==> src/rtl/adti_pkg.sv <==
// shared types, character codes and size limits for the ascii decimal to integer block
// no dependencies; used by every module under rtl
package adti_pkg;

    // character codes
    localparam logic [7:0] CHAR_NUL   = 8'h00;
    localparam logic [7:0] CHAR_ZERO  = 8'h30;
    localparam logic [7:0] CHAR_NINE  = 8'h39;
    localparam logic [7:0] CHAR_PLUS  = 8'h2B;
    localparam logic [7:0] CHAR_MINUS = 8'h2D;

    // target size codes (code three behaves as a word)
    localparam logic [1:0] SIZE_BYTE = 2'd0;
    localparam logic [1:0] SIZE_HALF = 2'd1;
    localparam logic [1:0] SIZE_WORD = 2'd2;

    // character count saturates here
    localparam logic [3:0] CNT_MAX = 4'd15;

    typedef enum logic [2:0] {
        ST_OK       = 3'd0,
        ST_BAD_LEN  = 3'd1,
        ST_BAD_CHAR = 3'd2,
        ST_OVERFLOW = 3'd3,
        ST_RANGE    = 3'd4
    } t_status;

    typedef struct packed {
        logic [7:0] character;
        logic [1:0] size_code;
        logic       signed_mode;
    } t_item;

    typedef struct packed {
        logic [31:0] value;
        t_status     status;
    } t_result;

    // fold the unused code onto the word size
    function automatic logic [1:0] size_sel(input logic [1:0] code);
        return (code == 2'd3) ? SIZE_WORD : code;
    endfunction

    // unsigned maximum of a size
    function automatic logic [31:0] umax_of(input logic [1:0] sz);
        logic [31:0] m;
        unique case (sz)
            SIZE_BYTE: m = 32'h0000_00FF;
            SIZE_HALF: m = 32'h0000_FFFF;
            default:   m = 32'hFFFF_FFFF;
        endcase
        return m;
    endfunction

    // signed positive maximum of a size
    function automatic logic [31:0] smax_of(input logic [1:0] sz);
        logic [31:0] m;
        unique case (sz)
            SIZE_BYTE: m = 32'h0000_007F;
            SIZE_HALF: m = 32'h0000_7FFF;
            default:   m = 32'h7FFF_FFFF;
        endcase
        return m;
    endfunction

    // longest digit string of a size
    function automatic logic [3:0] max_len_of(input logic [1:0] sz);
        logic [3:0] n;
        unique case (sz)
            SIZE_BYTE: n = 4'd3;
            SIZE_HALF: n = 4'd5;
            default:   n = 4'd10;
        endcase
        return n;
    endfunction

endpackage

==> src/rtl/adti_in_reg.sv <==
// input register holding one character request ahead of the accumulator
// depends on adti_pkg for the item type
module adti_in_reg (
    input  logic           i_clk,
    input  logic           i_rst_n,
    input  logic           i_valid,
    output logic           o_ready,
    input  adti_pkg::t_item i_item,
    input  logic           i_take,
    output logic           o_valid,
    output adti_pkg::t_item o_item
);

    logic            r_valid;
    adti_pkg::t_item r_item;

    // free when empty or being drained this cycle
    assign o_ready = !r_valid || i_take;
    assign o_valid = r_valid;
    assign o_item  = r_item;

    // valid flag
    always_ff @(posedge i_clk) begin
        if (!i_rst_n) begin
            r_valid <= 1'b0;
        end else if (o_ready) begin
            r_valid <= i_valid;
        end
    end

    // payload
    always_ff @(posedge i_clk) begin
        if (i_valid && o_ready) begin
            r_item <= i_item;
        end
    end

endmodule

==> src/rtl/adti_core.sv <==
// string state and per-character update: multiply by ten and add, flags, final status
// depends on adti_pkg for types, character codes and size limits
module adti_core (
    input  logic              i_clk,
    input  logic              i_rst_n,
    input  logic              i_fire,
    input  adti_pkg::t_item   i_item,
    output logic              o_emit,
    output adti_pkg::t_result o_result
);

    // string state
    logic [31:0] r_acc,      n_acc;
    logic        r_ovf,      n_ovf;
    logic        r_bad,      n_bad;
    logic [3:0]  r_count,    n_count;
    logic        r_neg,      n_neg;
    logic        r_at_start, n_at_start;
    logic [1:0]  r_fmt_size, n_fmt_size;
    logic        r_fmt_sgn,  n_fmt_sgn;

    logic [7:0]  ch;
    logic [1:0]  fmt_size;
    logic        fmt_sgn;
    logic        sign_lead;
    logic [1:0]  sz;
    logic [31:0] umax;
    logic [31:0] smax;
    logic [3:0]  max_len;
    logic        is_digit;
    logic [3:0]  digit;
    logic [35:0] nv;
    logic [32:0] neg_lim;
    logic [31:0] mag;

    assign ch     = i_item.character;
    assign o_emit = (ch == adti_pkg::CHAR_NUL);

    // format: taken from the request at the first character, latched after
    always_comb begin
        fmt_size  = r_at_start ? i_item.size_code   : r_fmt_size;
        fmt_sgn   = r_at_start ? i_item.signed_mode : r_fmt_sgn;
        sign_lead = r_at_start && fmt_sgn
                    && (ch == adti_pkg::CHAR_MINUS || ch == adti_pkg::CHAR_PLUS);
        sz        = adti_pkg::size_sel(fmt_size);
        umax      = adti_pkg::umax_of(sz);
        smax      = adti_pkg::smax_of(sz);
        max_len   = adti_pkg::max_len_of(sz);
    end

    // digit decode and value times ten plus digit
    always_comb begin
        is_digit = (ch >= adti_pkg::CHAR_ZERO) && (ch <= adti_pkg::CHAR_NINE);
        digit    = 4'(ch - adti_pkg::CHAR_ZERO);
        nv       = ({4'b0, r_acc} << 3) + ({4'b0, r_acc} << 1) + {32'b0, digit};
    end

    // next state
    always_comb begin
        n_acc      = r_acc;
        n_ovf      = r_ovf;
        n_bad      = r_bad;
        n_count    = r_count;
        n_neg      = r_neg;
        n_at_start = r_at_start;
        n_fmt_size = r_fmt_size;
        n_fmt_sgn  = r_fmt_sgn;
        if (i_fire) begin
            priority if (sign_lead) begin
                n_neg      = (ch == adti_pkg::CHAR_MINUS);
                n_at_start = 1'b0;
                n_fmt_size = fmt_size;
                n_fmt_sgn  = fmt_sgn;
            end else if (!o_emit) begin
                n_at_start = 1'b0;
                n_fmt_size = fmt_size;
                n_fmt_sgn  = fmt_sgn;
                if (r_count < adti_pkg::CNT_MAX) begin
                    n_count = r_count + 4'd1;
                end
                if (is_digit) begin
                    if (!r_ovf && !r_bad) begin
                        if (nv > {4'b0, umax}) begin
                            n_ovf = 1'b1;
                        end else begin
                            n_acc = nv[31:0];
                        end
                    end
                end else begin
                    n_bad = 1'b1;
                end
            end else begin
                // end of string: back to the idle string state
                n_acc      = '0;
                n_ovf      = 1'b0;
                n_bad      = 1'b0;
                n_count    = '0;
                n_neg      = 1'b0;
                n_at_start = 1'b1;
                n_fmt_size = '0;
                n_fmt_sgn  = 1'b0;
            end
        end
    end

    // final status and value at the terminating nul
    always_comb begin
        neg_lim         = {1'b0, smax} + {32'b0, r_neg};
        mag             = r_neg ? (32'd0 - r_acc) : r_acc;
        o_result.value  = '0;
        priority if (r_count == 4'd0 || r_count > max_len) begin
            o_result.status = adti_pkg::ST_BAD_LEN;
        end else if (r_bad) begin
            o_result.status = adti_pkg::ST_BAD_CHAR;
        end else if (r_ovf) begin
            o_result.status = adti_pkg::ST_OVERFLOW;
        end else if (fmt_sgn && ({1'b0, r_acc} > neg_lim)) begin
            o_result.status = adti_pkg::ST_RANGE;
        end else begin
            o_result.status = adti_pkg::ST_OK;
            o_result.value  = mag & umax;
        end
    end

    // state registers
    always_ff @(posedge i_clk) begin
        if (!i_rst_n) begin
            r_acc      <= '0;
            r_ovf      <= 1'b0;
            r_bad      <= 1'b0;
            r_count    <= '0;
            r_neg      <= 1'b0;
            r_at_start <= 1'b1;
            r_fmt_size <= '0;
            r_fmt_sgn  <= 1'b0;
        end else begin
            r_acc      <= n_acc;
            r_ovf      <= n_ovf;
            r_bad      <= n_bad;
            r_count    <= n_count;
            r_neg      <= n_neg;
            r_at_start <= n_at_start;
            r_fmt_size <= n_fmt_size;
            r_fmt_sgn  <= n_fmt_sgn;
        end
    end

    // a string between requests is fully cleared
    a_start_clear: assert property (@(posedge i_clk) disable iff (!i_rst_n)
        r_at_start |-> (r_acc == 32'd0 && r_count == 4'd0 && !r_neg && !r_ovf && !r_bad))
        else $error("string state not clear at string start");

    // accumulator never exceeds the latched size
    a_acc_bound: assert property (@(posedge i_clk) disable iff (!i_rst_n)
        !r_at_start |-> (r_acc <= adti_pkg::umax_of(adti_pkg::size_sel(r_fmt_size))))
        else $error("accumulator above size maximum");

    // the nul closes the string
    a_nul_restart: assert property (@(posedge i_clk) disable iff (!i_rst_n)
        (i_fire && o_emit) |=> r_at_start)
        else $error("state not returned to string start after nul");

    // an error result carries a zero value
    a_err_zero: assert property (@(posedge i_clk) disable iff (!i_rst_n)
        (i_fire && o_emit && o_result.status != adti_pkg::ST_OK) |-> (o_result.value == 32'd0))
        else $error("error result with nonzero value");

endmodule

==> src/rtl/adti_out_reg.sv <==
// result register holding one converted number until taken
// depends on adti_pkg for the result type
module adti_out_reg (
    input  logic              i_clk,
    input  logic              i_rst_n,
    input  logic              i_load,
    input  adti_pkg::t_result i_result,
    output logic              o_free,
    output logic              o_valid,
    input  logic              i_ready,
    output adti_pkg::t_result o_result
);

    logic              r_valid;
    adti_pkg::t_result r_result;

    // room when empty or being taken this cycle
    assign o_free   = !r_valid || i_ready;
    assign o_valid  = r_valid;
    assign o_result = r_result;

    // valid flag
    always_ff @(posedge i_clk) begin
        if (!i_rst_n) begin
            r_valid <= 1'b0;
        end else if (o_free) begin
            r_valid <= i_load;
        end
    end

    // payload
    always_ff @(posedge i_clk) begin
        if (i_load && o_free) begin
            r_result <= i_result;
        end
    end

endmodule

==> src/rtl/ascii_decimal_to_integer.sv <==
// Converts an ASCII decimal string, one character per request and ended by a NUL, into a
// one, two or four byte integer, signed or unsigned, as chosen at the first character.
// One character is taken every clock cycle while the input does not stall; the result of a
// string is loaded into an output register when its NUL leaves the input register, so that
// characters keep flowing while a result waits; only a NUL that meets a full result
// register stalls the input. The rate rests on the combinational multiply-by-ten-and-add in the
// accumulator. Status: 0 ok, 1 bad length, 2 bad character, 3 overflow, 4 signed range;
// value is zero whenever status is not ok.
// top level; instantiates adti_in_reg, adti_core and adti_out_reg, uses adti_pkg
module ascii_decimal_to_integer (
    input  logic        i_clk,
    input  logic        i_rst_n,
    input  logic        i_valid,
    output logic        o_ready,
    input  logic [7:0]  i_character,
    input  logic [1:0]  i_size_code,
    input  logic        i_signed_mode,
    output logic        o_valid,
    input  logic        i_ready,
    output logic [31:0] o_value,
    output logic [2:0]  o_status
);

    adti_pkg::t_item   in_item;
    adti_pkg::t_item   stage_item;
    adti_pkg::t_result core_result;
    adti_pkg::t_result out_result;
    logic              stage_valid;
    logic              emit;
    logic              out_free;
    logic              advance;

    // request payload packing
    assign in_item.character   = i_character;
    assign in_item.size_code   = i_size_code;
    assign in_item.signed_mode = i_signed_mode;

    // a character moves on unless it is a nul facing a full result register
    assign advance = stage_valid && (!emit || out_free);

    adti_in_reg u_in_reg (
        .i_clk   (i_clk),
        .i_rst_n (i_rst_n),
        .i_valid (i_valid),
        .o_ready (o_ready),
        .i_item  (in_item),
        .i_take  (advance),
        .o_valid (stage_valid),
        .o_item  (stage_item)
    );

    adti_core u_core (
        .i_clk    (i_clk),
        .i_rst_n  (i_rst_n),
        .i_fire   (advance),
        .i_item   (stage_item),
        .o_emit   (emit),
        .o_result (core_result)
    );

    adti_out_reg u_out_reg (
        .i_clk    (i_clk),
        .i_rst_n  (i_rst_n),
        .i_load   (advance && emit),
        .i_result (core_result),
        .o_free   (out_free),
        .o_valid  (o_valid),
        .i_ready  (i_ready),
        .o_result (out_result)
    );

    // result unpacking
    assign o_value  = out_result.value;
    assign o_status = out_result.status;

endmodule

==> config.mk <==
export PLATFORM = sky130hd
export DESIGN_NAME = ascii_decimal_to_integer
export DESIGN_NICKNAME = d
export VERILOG_FILES = /design/src/rtl/adti_pkg.sv /design/src/rtl/adti_in_reg.sv /design/src/rtl/adti_core.sv /design/src/rtl/adti_out_reg.sv /design/src/rtl/ascii_decimal_to_integer.sv
export SDC_FILE = /design/constraint.sdc
export NUM_CORES = 1
export LEC_CHECK = 0
export BUFFER_PORTS_ARGS = -buffer_cell sky130_fd_sc_hd__buf_2
export CAP_MARGIN = 40
export CORE_UTILIZATION = 40
export DETAILED_ROUTE_END_ITERATION = 10
export GPL_TIMING_DRIVEN = 0
export PLACE_DENSITY = 0.57
export SLEW_MARGIN = 15
export SYNTH_ARGS = -nofsm -noshare
export SYNTH_HDL_FRONTEND = slang
export SYNTH_HIERARCHICAL = 1
export SYNTH_SLANG_ARGS = --single-unit
==> constraint.sdc <==
create_clock -name i_clk -period 7.16 [get_ports i_clk]
set_input_delay 0.716 -clock i_clk [delete_from_list [all_inputs] [get_ports i_clk]]
set_output_delay 0.716 -clock i_clk [all_outputs]
set_load 0.02 [all_outputs]
==> impl_metrics.yaml, run 1 <==
outcome:
  outcome: "completed"
floorplanning:
  rows: 52
  start_util_pct: 40.8
  coreArea_sq_um: 20200
  die_area_sq_um: 21200
  fp.dieH_microns: 146
  ios: 52
  die_w_microns: 146
synthesis:
  synth_area_leader_cell: "ha_1"
  synth_cells: 960
  synth_area_leaders: "ha_1 19%, edfxtp_1 17%, dfxtp_1 11%"
  syn-num-nets: 1105
  synth_seq_cells: 91
  synth_cell_types: 70
  synthFlopType: "edfxtp_1"
  async_flop_share_pct: 0
  yosysSeqAreaShare_pct: 27.6
  syn_area_per_cell_sq_um: 8.60
  yosysWarnings: 6
  syn_area_sq_um: 8260
  synth_edf_count: 46
  netlist.area_leader.share_pct: 19.4
global_route:
  grt_start_max_net_pins: 36
  overflow: 0
  track_usage_pct: 22.2
  grt_pass1_wl_mm: 37.0
  grt_pass1_vias: 6887
  antenna_found_initial: 0
routing:
  drt-total-wl_mm: 23.0
  wl_met3_microns: 837
  drt_iter0_markers: 473
  wl_met1_mm: 10.7
  first_pass_iters: 5
  drtAntennaViolNets: 0
  vias: 7427
  top_layer: "met4"
  vias_per_cell: 5.72
  drc: 0
  routed-wl-met2_mm: 10.8
  route.detailed.wl_per_inst_microns: 17.7
worst_setup_path:
  cp_max_fo: 10
  reg2reg_to: "u_core/r_acc[26]$_SDFFE_PN0P_"
  slowest_delay_ns: 0.55
  timing.critical_path.from_type: "flop"
  rr_startpoint: "u_core/r_acc[2]$_SDFFE_PN0P_"
  crit_required_ns: 7.40
  cp_slowest_cell: "dfxtp_1"
  worst-r2r-setup-slack_ns: 0.37
  cp.arrival_ns: 7.03
  reg2reg_depth: 21
  cp-end-kind: "flop"
  worstSetupPathType: "flop to flop"
  path_cells: "fa_1 -> fa_1 -> a211oi_1 -> o211a_1 -> o211ai_1 -> a31oi_1 -> o21ai_0 -> a221oi_1 -> xnor2_1 -> ha_1 -> nand4_1 -> or2_2 -> nor4b_2 -> nand4_1 -> o21ai_0 -> o211a_1 -> o211ai_1 -> or2_0 -> clkbuf_1 -> clkbuf_1 -> a221o_1"
power:
  p_leak_nw: 4.13
  power_density_nw_per_um2: 129
  irDropWorstVdd_mv: 0.102
  power_mw: 1.18
timing:
  hold_viol_final: 0
  fin_skew_ns: 0.00585
  setup_viol: 0
  worst_slew_pin_slew_ns: 0.862
  period_minus_slack_ns: 6.79
  drv_slew: 0
  fmax_mhz: 147
  slew_headroom_pct: 42.6
  fin_tns_setup_ns: 0
  period_share_pct: 94.8
  rsz0062_at_grt: "no"
placement:
  routabilityCongestion: 0.856
  dp_cells: 1282
  port_buffers: 51
  hpwl_mm: 17.8
finish:
  n_antenna_cell: 0
  nFillCells: 2019
  drive_gt1_share_pct: 9.43
  seq_area_sq_um: 2280
  syn_to_final_growth_pct: 11.1
  nNetsFinal: 1169
  final_util_pct: 45.3
  fin_cells: 1299
  multiInputGateArea_sq_um: 5690
hold_path:
  min_path_type: "flop to flop"
  holdPathStages: 2
  worstHoldEndpoint: "u_core/r_fmt_sgn$_SDFFE_PN0P_"
  min_from: "u_core/r_fmt_sgn$_SDFFE_PN0P_"
run:
  cap_viol_max_count: 0
clock_tree:
  clk_pin_slew_ns: 0.08
  htreeDepth: 3
  clock_sinks: 91
  cts-root-buf: "clkbuf_16"
  clk_path_buf_depth: 2
  clkLatencyLatePin_ns: 0.36
  numCtsBuffers: 9
  cts_tree: "done"
  cts_hold_buf: 0
[per-layer routing]
metal	up-vias	GRT usage [%]
met2	189	36.1
li1	3762	-
met3	29	2.66
met5	-	0
met1	3447	29.2
met4	0	10.5
[what timing repair did]
| item | 4_1_cts | 5_1_grt |
|---|---|---|
| setup endpoints to repair | 0 | 30 |
| buffers inserted | 0 | 0 |
| resized for setup | 0 | 3 |
[worst max-delay path by stage]
stage | startpoint | to | slack [ns] | cells past startpoint
6_report | u_core/r_acc[2]$_SDFFE_PN0P_ | u_core/r_acc[26]$_SDFFE_PN0P_ | 0.37 | 21
5_1_grt | u_core/r_acc[2]$_SDFFE_PN0P_ | u_core/r_acc[26]$_SDFFE_PN0P_ | 0.0009 | 21
4_1_cts | u_core/r_acc[2]$_SDFFE_PN0P_ | u_core/r_acc[25]$_SDFFE_PN0P_ | 0.20 | 21
3_5_place_dp | u_core/r_acc[2]$_SDFFE_PN0P_ | u_core/r_acc[25]$_SDFFE_PN0P_ | 0.24 | 21
3_3_place_gp | u_core/r_acc[2]$_SDFFE_PN0P_ | u_core/r_acc[26]$_SDFFE_PN0P_ | 0.25 | 20
2_1_floorplan | u_in_reg/o_item[6]$_DFFE_PP_ | u_core/r_acc[17]$_SDFFE_PN0P_ | 2.01 | 21
[state kept, by name (all words and copies together), names as in the netlist]
| register | cells |
|---|---|
| u_out_reg/o_valid | 1 |
| u_out_reg/o_result | 35 |
| u_core/r_bad | 1 |
| u_core/r_fmt_sgn | 1 |
| u_core/r_neg | 1 |
| u_core/r_count | 4 |
| u_core/r_fmt_size | 2 |
| u_core/r_at_start | 1 |
| u_core/r_ovf | 1 |
| u_in_reg/o_valid | 1 |
| u_in_reg/o_item | 11 |
| u_core/r_acc | 32 |
[synthesized netlist by cell type (5+ instances only)]
library cell,count
o21bai_1,5
a211oi_1,7
o21a_1,9
dfxtp_1,45
xnor2_1,22
nor3_1,20
clkbuf_1,38
a221o_1,30
ha_1,128
a21oi_1,70
buf_2,6
or3_1,12
nor2_1,84
a21boi_0,5
o22ai_1,32
nand3_1,45
nand2_1,89
o21ai_0,43
nor2b_1,8
o31ai_1,7
a21o_1,29
nand2b_1,8
inv_1,27
nand4_1,25
nor4_1,5
o211ai_1,9
xor2_1,37
edfxtp_1,46
[logic make-up (layout without fill, tap and decap cells)]
family                     after synthesis  after routing  synth area share (%)
xor gates and xnor gates                59             59                  6.26
AOI/OAI and AO/OA                      276            276                  23.0
and+or+nand+nor                        324            324                  19.1
adders and majority gates              130            130                  19.9
buffers and inverters                   75            144                  3.50
muxes                                    5              5                 0.621
DFF                                     91             91                  27.6
[placed cells by master, fill, tap and decap left out, drive strengths merged, types with 9 or more instances in the layout]
cell type  count
dfxtp         45
ha           128
o22ai         32
a21o          29
or3           13
nand2         89
a221o         30
nand3         45
edfxtp        46
o21ai         43
o211ai         9
a21oi         70
nor2          84
inv           32
xnor2         22
nand4         25
o21a           9
nand2b        10
clkbuf        47
o31ai          9
buf           61
xor2          37
nor3          20
[report_power, final]
group	switching [mW]	internal (mW)
combinational	0.0889	0.0424
sequential	0.00765	0.552
clock	0.246	0.248
total	0.342	0.842
[area by class of cell]
cell class	instances	area share, %
multi-input cells	794	62.0
repair buffers	53	2.99
inverters	29	1.19
clock buffers	9	2.45
flip-flops and latches	91	24.9
clock inverters	7	0.805
plain buffers	46	1.98
well taps	270	3.68
[stage by stage]
stage | setup slack (ns) | hold slack, ns | instance area (sq um)
2_1_floorplan | 2.01 | 0.440 | 8260
3_3_place_gp | 0.247 | 0.451 | 8850
3_5_place_dp | 0.238 | 0.460 | 8860
4_1_cts | 0.202 | 0.468 | 9160
5_1_grt | 0.000894 | 0.492 | 9170
6_report | 0.371 | 0.471 | 9170
[worst max-delay path: cells and delay by family (launching register included)]
family	cells	cell delay [ns]
AOI/OAI and AO/OA	10	2.82
xor gates and xnor gates	1	0.17
adders and majority gates	3	1.33
buffers and inverters	2	0.39
DFF	1	0.55
and+or+nand+nor	5	1.42
Power figures use the tool's default switching activity.
==> run 2: changes to the inputs <==
--- a/config.mk
+++ b/config.mk
@@ -11,6 +11,7 @@
 export DETAILED_ROUTE_END_ITERATION = 10
 export GPL_TIMING_DRIVEN = 0
 export PLACE_DENSITY = 0.57
+export SKIP_CTS_REPAIR_TIMING = 1
 export SLEW_MARGIN = 15
 export SYNTH_ARGS = -nofsm -noshare
 export SYNTH_HDL_FRONTEND = slang
==> constraint.sdc (replaced) <==
create_clock -name i_clk -period 7.7 [get_ports i_clk]
set_input_delay 0.77 -clock i_clk [delete_from_list [all_inputs] [get_ports i_clk]]
set_output_delay 0.77 -clock i_clk [all_outputs]
set_load 0.02 [all_outputs]
==> impl_metrics.yaml, run 2 (synthesis gave the netlist of run 1 again) <==
hold_path:
  min_path_type: "flop to flop"
  holdPathStages: 2
  worstHoldEndpoint: "u_core/r_fmt_sgn$_SDFFE_PN0P_"
  min_from: "u_core/r_fmt_sgn$_SDFFE_PN0P_"
clock_tree:
  cts-root-buf: "clkbuf_16"
  clk_pin_slew_ns: 0.08
  cts_tree: "done"
  clkLatencyLatePin_ns: 0.36
  clock_sinks: 91
  clk_path_buf_depth: 2
  numCtsBuffers: 9
  htreeDepth: 3
global_route:
  grt_pass1_wl_mm: 37.0
  grt_pass1_vias: 6887
  antenna_found_initial: 0
  track_usage_pct: 22.2
  grt_start_max_net_pins: 36
  overflow: 0
routing:
  drt_iter0_markers: 477
  drt-total-wl_mm: 23.0
  route.detailed.wl_per_inst_microns: 17.7
  vias_per_cell: 5.71
  vias: 7419
  drtAntennaViolNets: 0
  first_pass_iters: 5
  drc: 0
floorplanning:
  die_w_microns: 146
  rows: 52
  coreArea_sq_um: 20200
  start_util_pct: 40.8
  fp.dieH_microns: 146
  ios: 52
  die_area_sq_um: 21200
finish:
  stdcell_area_sq_um: 9170
  n_antenna_cell: 0
  fin_cells: 1299
  largest_reg_flops: 35
  final_util_pct: 45.3
  final_cell_mix: "128 x ha_1, 89 x nand2_1, 84 x nor2_1"
  layout_commonest_cell: "ha_1"
  drive_gt1_share_pct: 9.23
  syn_to_final_growth_pct: 11.0
  nNetsFinal: 1169
placement:
  hpwl_mm: 17.8
  place_area_sq_um: 8860
  routabilityCongestion: 0.856
  dpl_worst_slack_ns: 0.778
  dp_cells: 1282
  port_buffers: 51
timing:
  fmax_mhz: 144
  period_share_pct: 90.4
  worst_slew_pin_slew_ns: 0.860
  drv_slew: 0
  hold_ws_ns: 0.470
  slew_headroom_pct: 42.6
  rsz0062_at_grt: "no"
  fin_tns_setup_ns: 0
  fin_skew_ns: 0.00745
  setup_slack_ns: 0.738
  setup_viol: 0
  period_minus_slack_ns: 6.96
  hold_viol_final: 0
worst_setup_path:
  cp.arrival_ns: 7.26
  reg2reg_to: "u_core/r_acc[21]$_SDFFE_PN0P_"
  crit_required_ns: 8.00
  cp_max_fo: 10
  timing.critical_path.from_type: "flop"
  critPathLaunch: "u_core/r_acc[2]$_SDFFE_PN0P_"
  worst-r2r-setup-slack_ns: 0.74
  rr_startpoint: "u_core/r_acc[2]$_SDFFE_PN0P_"
  cp-end-kind: "flop"
  reg2reg_depth: 20
  worstSetupPathType: "flop to flop"
outcome:
  outcome: "completed"
power:
  power_density_nw_per_um2: 120
  p_leak_nw: 4.13
  irDropWorstVdd_mv: 0.0950
  power_mw: 1.10
run:
  cap_viol_max_count: 0
run 2: changes by cell type in the layout (fill, tap and decap cells not counted):
cell / delta
clkbuf_1: +1
clkbuf_2: -1
nor4b_1: +1
nor4b_2: -1
run 2: worst max path at each step:
stage                                     to  slack, ns  depth (start not counted)
6_report       u_core/r_acc[21]$_SDFFE_PN0P_       0.74                         20
5_1_grt        u_core/r_acc[26]$_SDFFE_PN0P_       0.32                         20
4_1_cts        u_core/r_acc[25]$_SDFFE_PN0P_       0.74                         21
3_5_place_dp   u_core/r_acc[25]$_SDFFE_PN0P_       0.78                         21
3_3_place_gp   u_core/r_acc[26]$_SDFFE_PN0P_       0.79                         20
2_1_floorplan  u_core/r_acc[17]$_SDFFE_PN0P_       2.55                         21
run 2: report_power, final:
group	total [mW]	leakage (nW)	switching [mW]	internal, mW
combinational	0.122	3.23	0.0826	0.0394
sequential	0.520	0.752	0.00715	0.513
clock	0.461	0.148	0.230	0.231
total	1.10	4.13	0.320	0.783
run 2: area by class of cell:
type | count | area, sq um
Tap cell | 270 | 338
Buffer | 46 | 180
Fill cell | 2021 | 11100
Clock inverter | 7 | 73.8
Sequential cell | 91 | 2280
Inverter | 29 | 109
Clock buffer | 9 | 225
Multi-Input combinational cell | 794 | 5680
Timing Repair Buffer | 53 | 274
run 2: critical path, cell delays in order, from the launching register on:
cell      delay (ns)
dfxtp_1         0.56
fa_1            0.53
fa_1            0.50
a211oi_1        0.35
o211a_1         0.29
o211ai_1        0.16
a31oi_1         0.33
o21ai_0         0.23
a221oi_1        0.42
xnor2_1         0.17
ha_1            0.30
nand4_1         0.11
or2_2           0.36
nor4b_1         0.58
nand4_1         0.28
o21ai_0         0.24
o211a_1         0.20
o211ai_1        0.19
nor3_1          0.40
clkbuf_1        0.44
a221o_1         0.24
run 2: metal layers:
metal	track usage (%)	wire length, microns	share of wire [%]
met5	0	0	0
met1	29.2	10800	47
met3	2.66	751	3.3
met4	10.5	742	3.2
met2	36.1	10700	46
==> run 3: changes to the inputs <==
--- a/config.mk
+++ b/config.mk
@@ -7,11 +7,12 @@
 export LEC_CHECK = 0
 export BUFFER_PORTS_ARGS = -buffer_cell sky130_fd_sc_hd__buf_2
 export CAP_MARGIN = 40
-export CORE_UTILIZATION = 40
+export CELL_PAD_IN_SITES_DETAIL_PLACEMENT = 1
+export CELL_PAD_IN_SITES_GLOBAL_PLACEMENT = 2
+export CORE_UTILIZATION = 39
 export DETAILED_ROUTE_END_ITERATION = 10
 export GPL_TIMING_DRIVEN = 0
-export PLACE_DENSITY = 0.57
-export SKIP_CTS_REPAIR_TIMING = 1
+export PLACE_DENSITY = 0.83
 export SLEW_MARGIN = 15
 export SYNTH_ARGS = -nofsm -noshare
 export SYNTH_HDL_FRONTEND = slang
==> impl_metrics.yaml, run 3 (synthesis gave the netlist of run 1 again) <==
outcome:
  outcome: "completed"
finish:
  layout_commonest_cell: "ha_1"
  nNetsFinal: 1169
  multiInputGateArea_sq_um: 5680
  largest_reg_flops: 35
  seq_area_sq_um: 2280
  nFillCells: 2492
  final_cell_mix: "128 x ha_1, 89 x nand2_1, 84 x nor2_1"
  syn_to_final_growth_pct: 11.4
  n_antenna_cell: 0
  drive_gt1_share_pct: 9.14
clock_tree:
  post-cts-setup-buffers: 0
  cts_resized: 0
  htreeDepth: 3
  clk_path_buf_depth: 2
  cts-root-buf: "clkbuf_16"
  numCtsBuffers: 9
  clkLatencyLatePin_ns: 0.36
  clock_sinks: 91
  clk_pin_slew_ns: 0.07
  cts_hold_buf: 0
  cts_tree: "done"
placement:
  port_buffers: 51
  routabilityCongestion: 0.870
  hpwl_mm: 19.9
floorplanning:
  start_util_pct: 40.3
  die_area_sq_um: 21800
  fp.dieH_microns: 147
  die_w_microns: 147
  rows: 52
  ios: 52
  coreArea_sq_um: 20500
timing:
  hold_viol_final: 0
  worst_slew_pin_slew_ns: 0.948
  period_minus_slack_ns: 7.06
  setup_viol: 0
  drv_slew: 0
  fin_skew_ns: 0.00800
  fmax_mhz: 142
  rsz0062_at_grt: "no"
  period_share_pct: 91.7
  hold_ws_ns: 0.469
  slew_headroom_pct: 36.4
  fin_tns_setup_ns: 0
global_route:
  overflow: 0
  grt_start_max_net_pins: 36
  antenna_found_initial: 0
  track_usage_pct: 23.8
  grt_pass1_vias: 7588
  grt_pass1_wl_mm: 40.7
worst_setup_path:
  timing.critical_path.from_type: "flop"
  cp-end-kind: "flop"
  cp.arrival_ns: 7.36
  cp_max_fo: 10
  worstSetupPathType: "flop to flop"
  crit_required_ns: 8.00
power:
  p_leak_nw: 4.14
  irDropWorstVdd_mv: 0.0985
  power_mw: 1.12
  p_switching_mw: 0.294
  p_comb_share_pct: 11.0
  seqPwrFrac_pct: 46.4
  power_density_nw_per_um2: 122
  clockPowerShare_pct: 42.6
  sw_frac_of_total_pct: 26.2
  p_int_mw: 0.828
routing:
  routed-wl-met2_mm: 12.5
  vias: 7681
  first_pass_iters: 5
  wl_met3_microns: 683
  drt-total-wl_mm: 25.4
  route.detailed.wl_per_inst_microns: 19.6
  top_layer: "met4"
  drc: 0
  drt_iter0_markers: 424
  wl_met1_mm: 12.0
  vias_per_cell: 5.91
  drtAntennaViolNets: 0
hold_path:
  min_path_type: "flop to flop"
run:
  cap_viol_max_count: 0
-- run 3: final cells by class --
class | instances | area share, %
clock inverters | 5 | 0.653
repair buffers | 53 | 3.13
inverters | 29 | 1.18
multi-input cells | 794 | 61.8
plain buffers | 46 | 1.96
clock buffers | 11 | 2.76
well taps | 270 | 3.67
flip-flops and latches | 91 | 24.8
-- run 3: path summary, 6_finish.rpt --
check | slack (ns) | to | startpoint | cells past startpoint
hold reg to reg | 0.47 | u_core/r_fmt_size[0]$_SDFFE_PN0P_ | u_core/r_fmt_size[0]$_SDFFE_PN0P_ | 2
setup / recovery | 0.64 | u_core/r_acc[25]$_SDFFE_PN0P_ | u_core/r_acc[2]$_SDFFE_PN0P_ | 20
setup reg to reg | 0.64 | u_core/r_acc[25]$_SDFFE_PN0P_ | u_core/r_acc[2]$_SDFFE_PN0P_ | 20
hold / removal | 0.47 | u_core/r_fmt_size[0]$_SDFFE_PN0P_ | u_core/r_fmt_size[0]$_SDFFE_PN0P_ | 2
-- run 3: power by group through the flow --
| stage | logic (mW) | clock network, mW | registers (mW) |
|---|---|---|---|
| 6_report | 0.123 | 0.478 | 0.521 |
| 5_1_grt | 0.139 | 0.502 | 0.522 |
| 4_1_cts | 0.120 | 0.487 | 0.521 |
| 3_5_place_dp | 0.119 | 0 | 0.532 |
| 3_3_place_gp | 0.115 | 0 | 0.531 |
| 2_1_floorplan | 0.0822 | 0 | 0.529 |
-- run 3: per-stage QoR --
stage	area, sq um	util, %	setup WS [ns]	std cells
4_1_cts	9170	44.7	0.689	1298
6_report	9200	44.9	0.640	1299
5_1_grt	9200	44.9	0.312	1299
3_3_place_gp	8850	43.2	0.731	1281
2_1_floorplan	8260	-	2.55	960
3_5_place_dp	8850	43.2	0.738	1282
-- run 3: critical path, cell delays in order (launching register included) --
cell	delay (ns)
dfxtp_1	0.64
fa_1	0.55
fa_1	0.50
a211oi_1	0.33
o211a_1	0.29
o211ai_1	0.16
a31oi_1	0.36
o21ai_0	0.26
a221oi_1	0.41
xnor2_1	0.21
ha_1	0.32
nand4_1	0.13
or2_2	0.36
nor4b_1	0.39
nand4_1	0.21
o21ai_0	0.26
o211a_1	0.22
o211ai_1	0.20
nor3_1	0.44
clkbuf_1	0.50
a221o_1	0.24
-- run 3: layer usage --
metal,vias to the layer above,GRT usage (%)
li1,3744,-
met4,0,4.33
met2,124,42.0
met3,19,3.18
met5,-,0
met1,3794,31.0
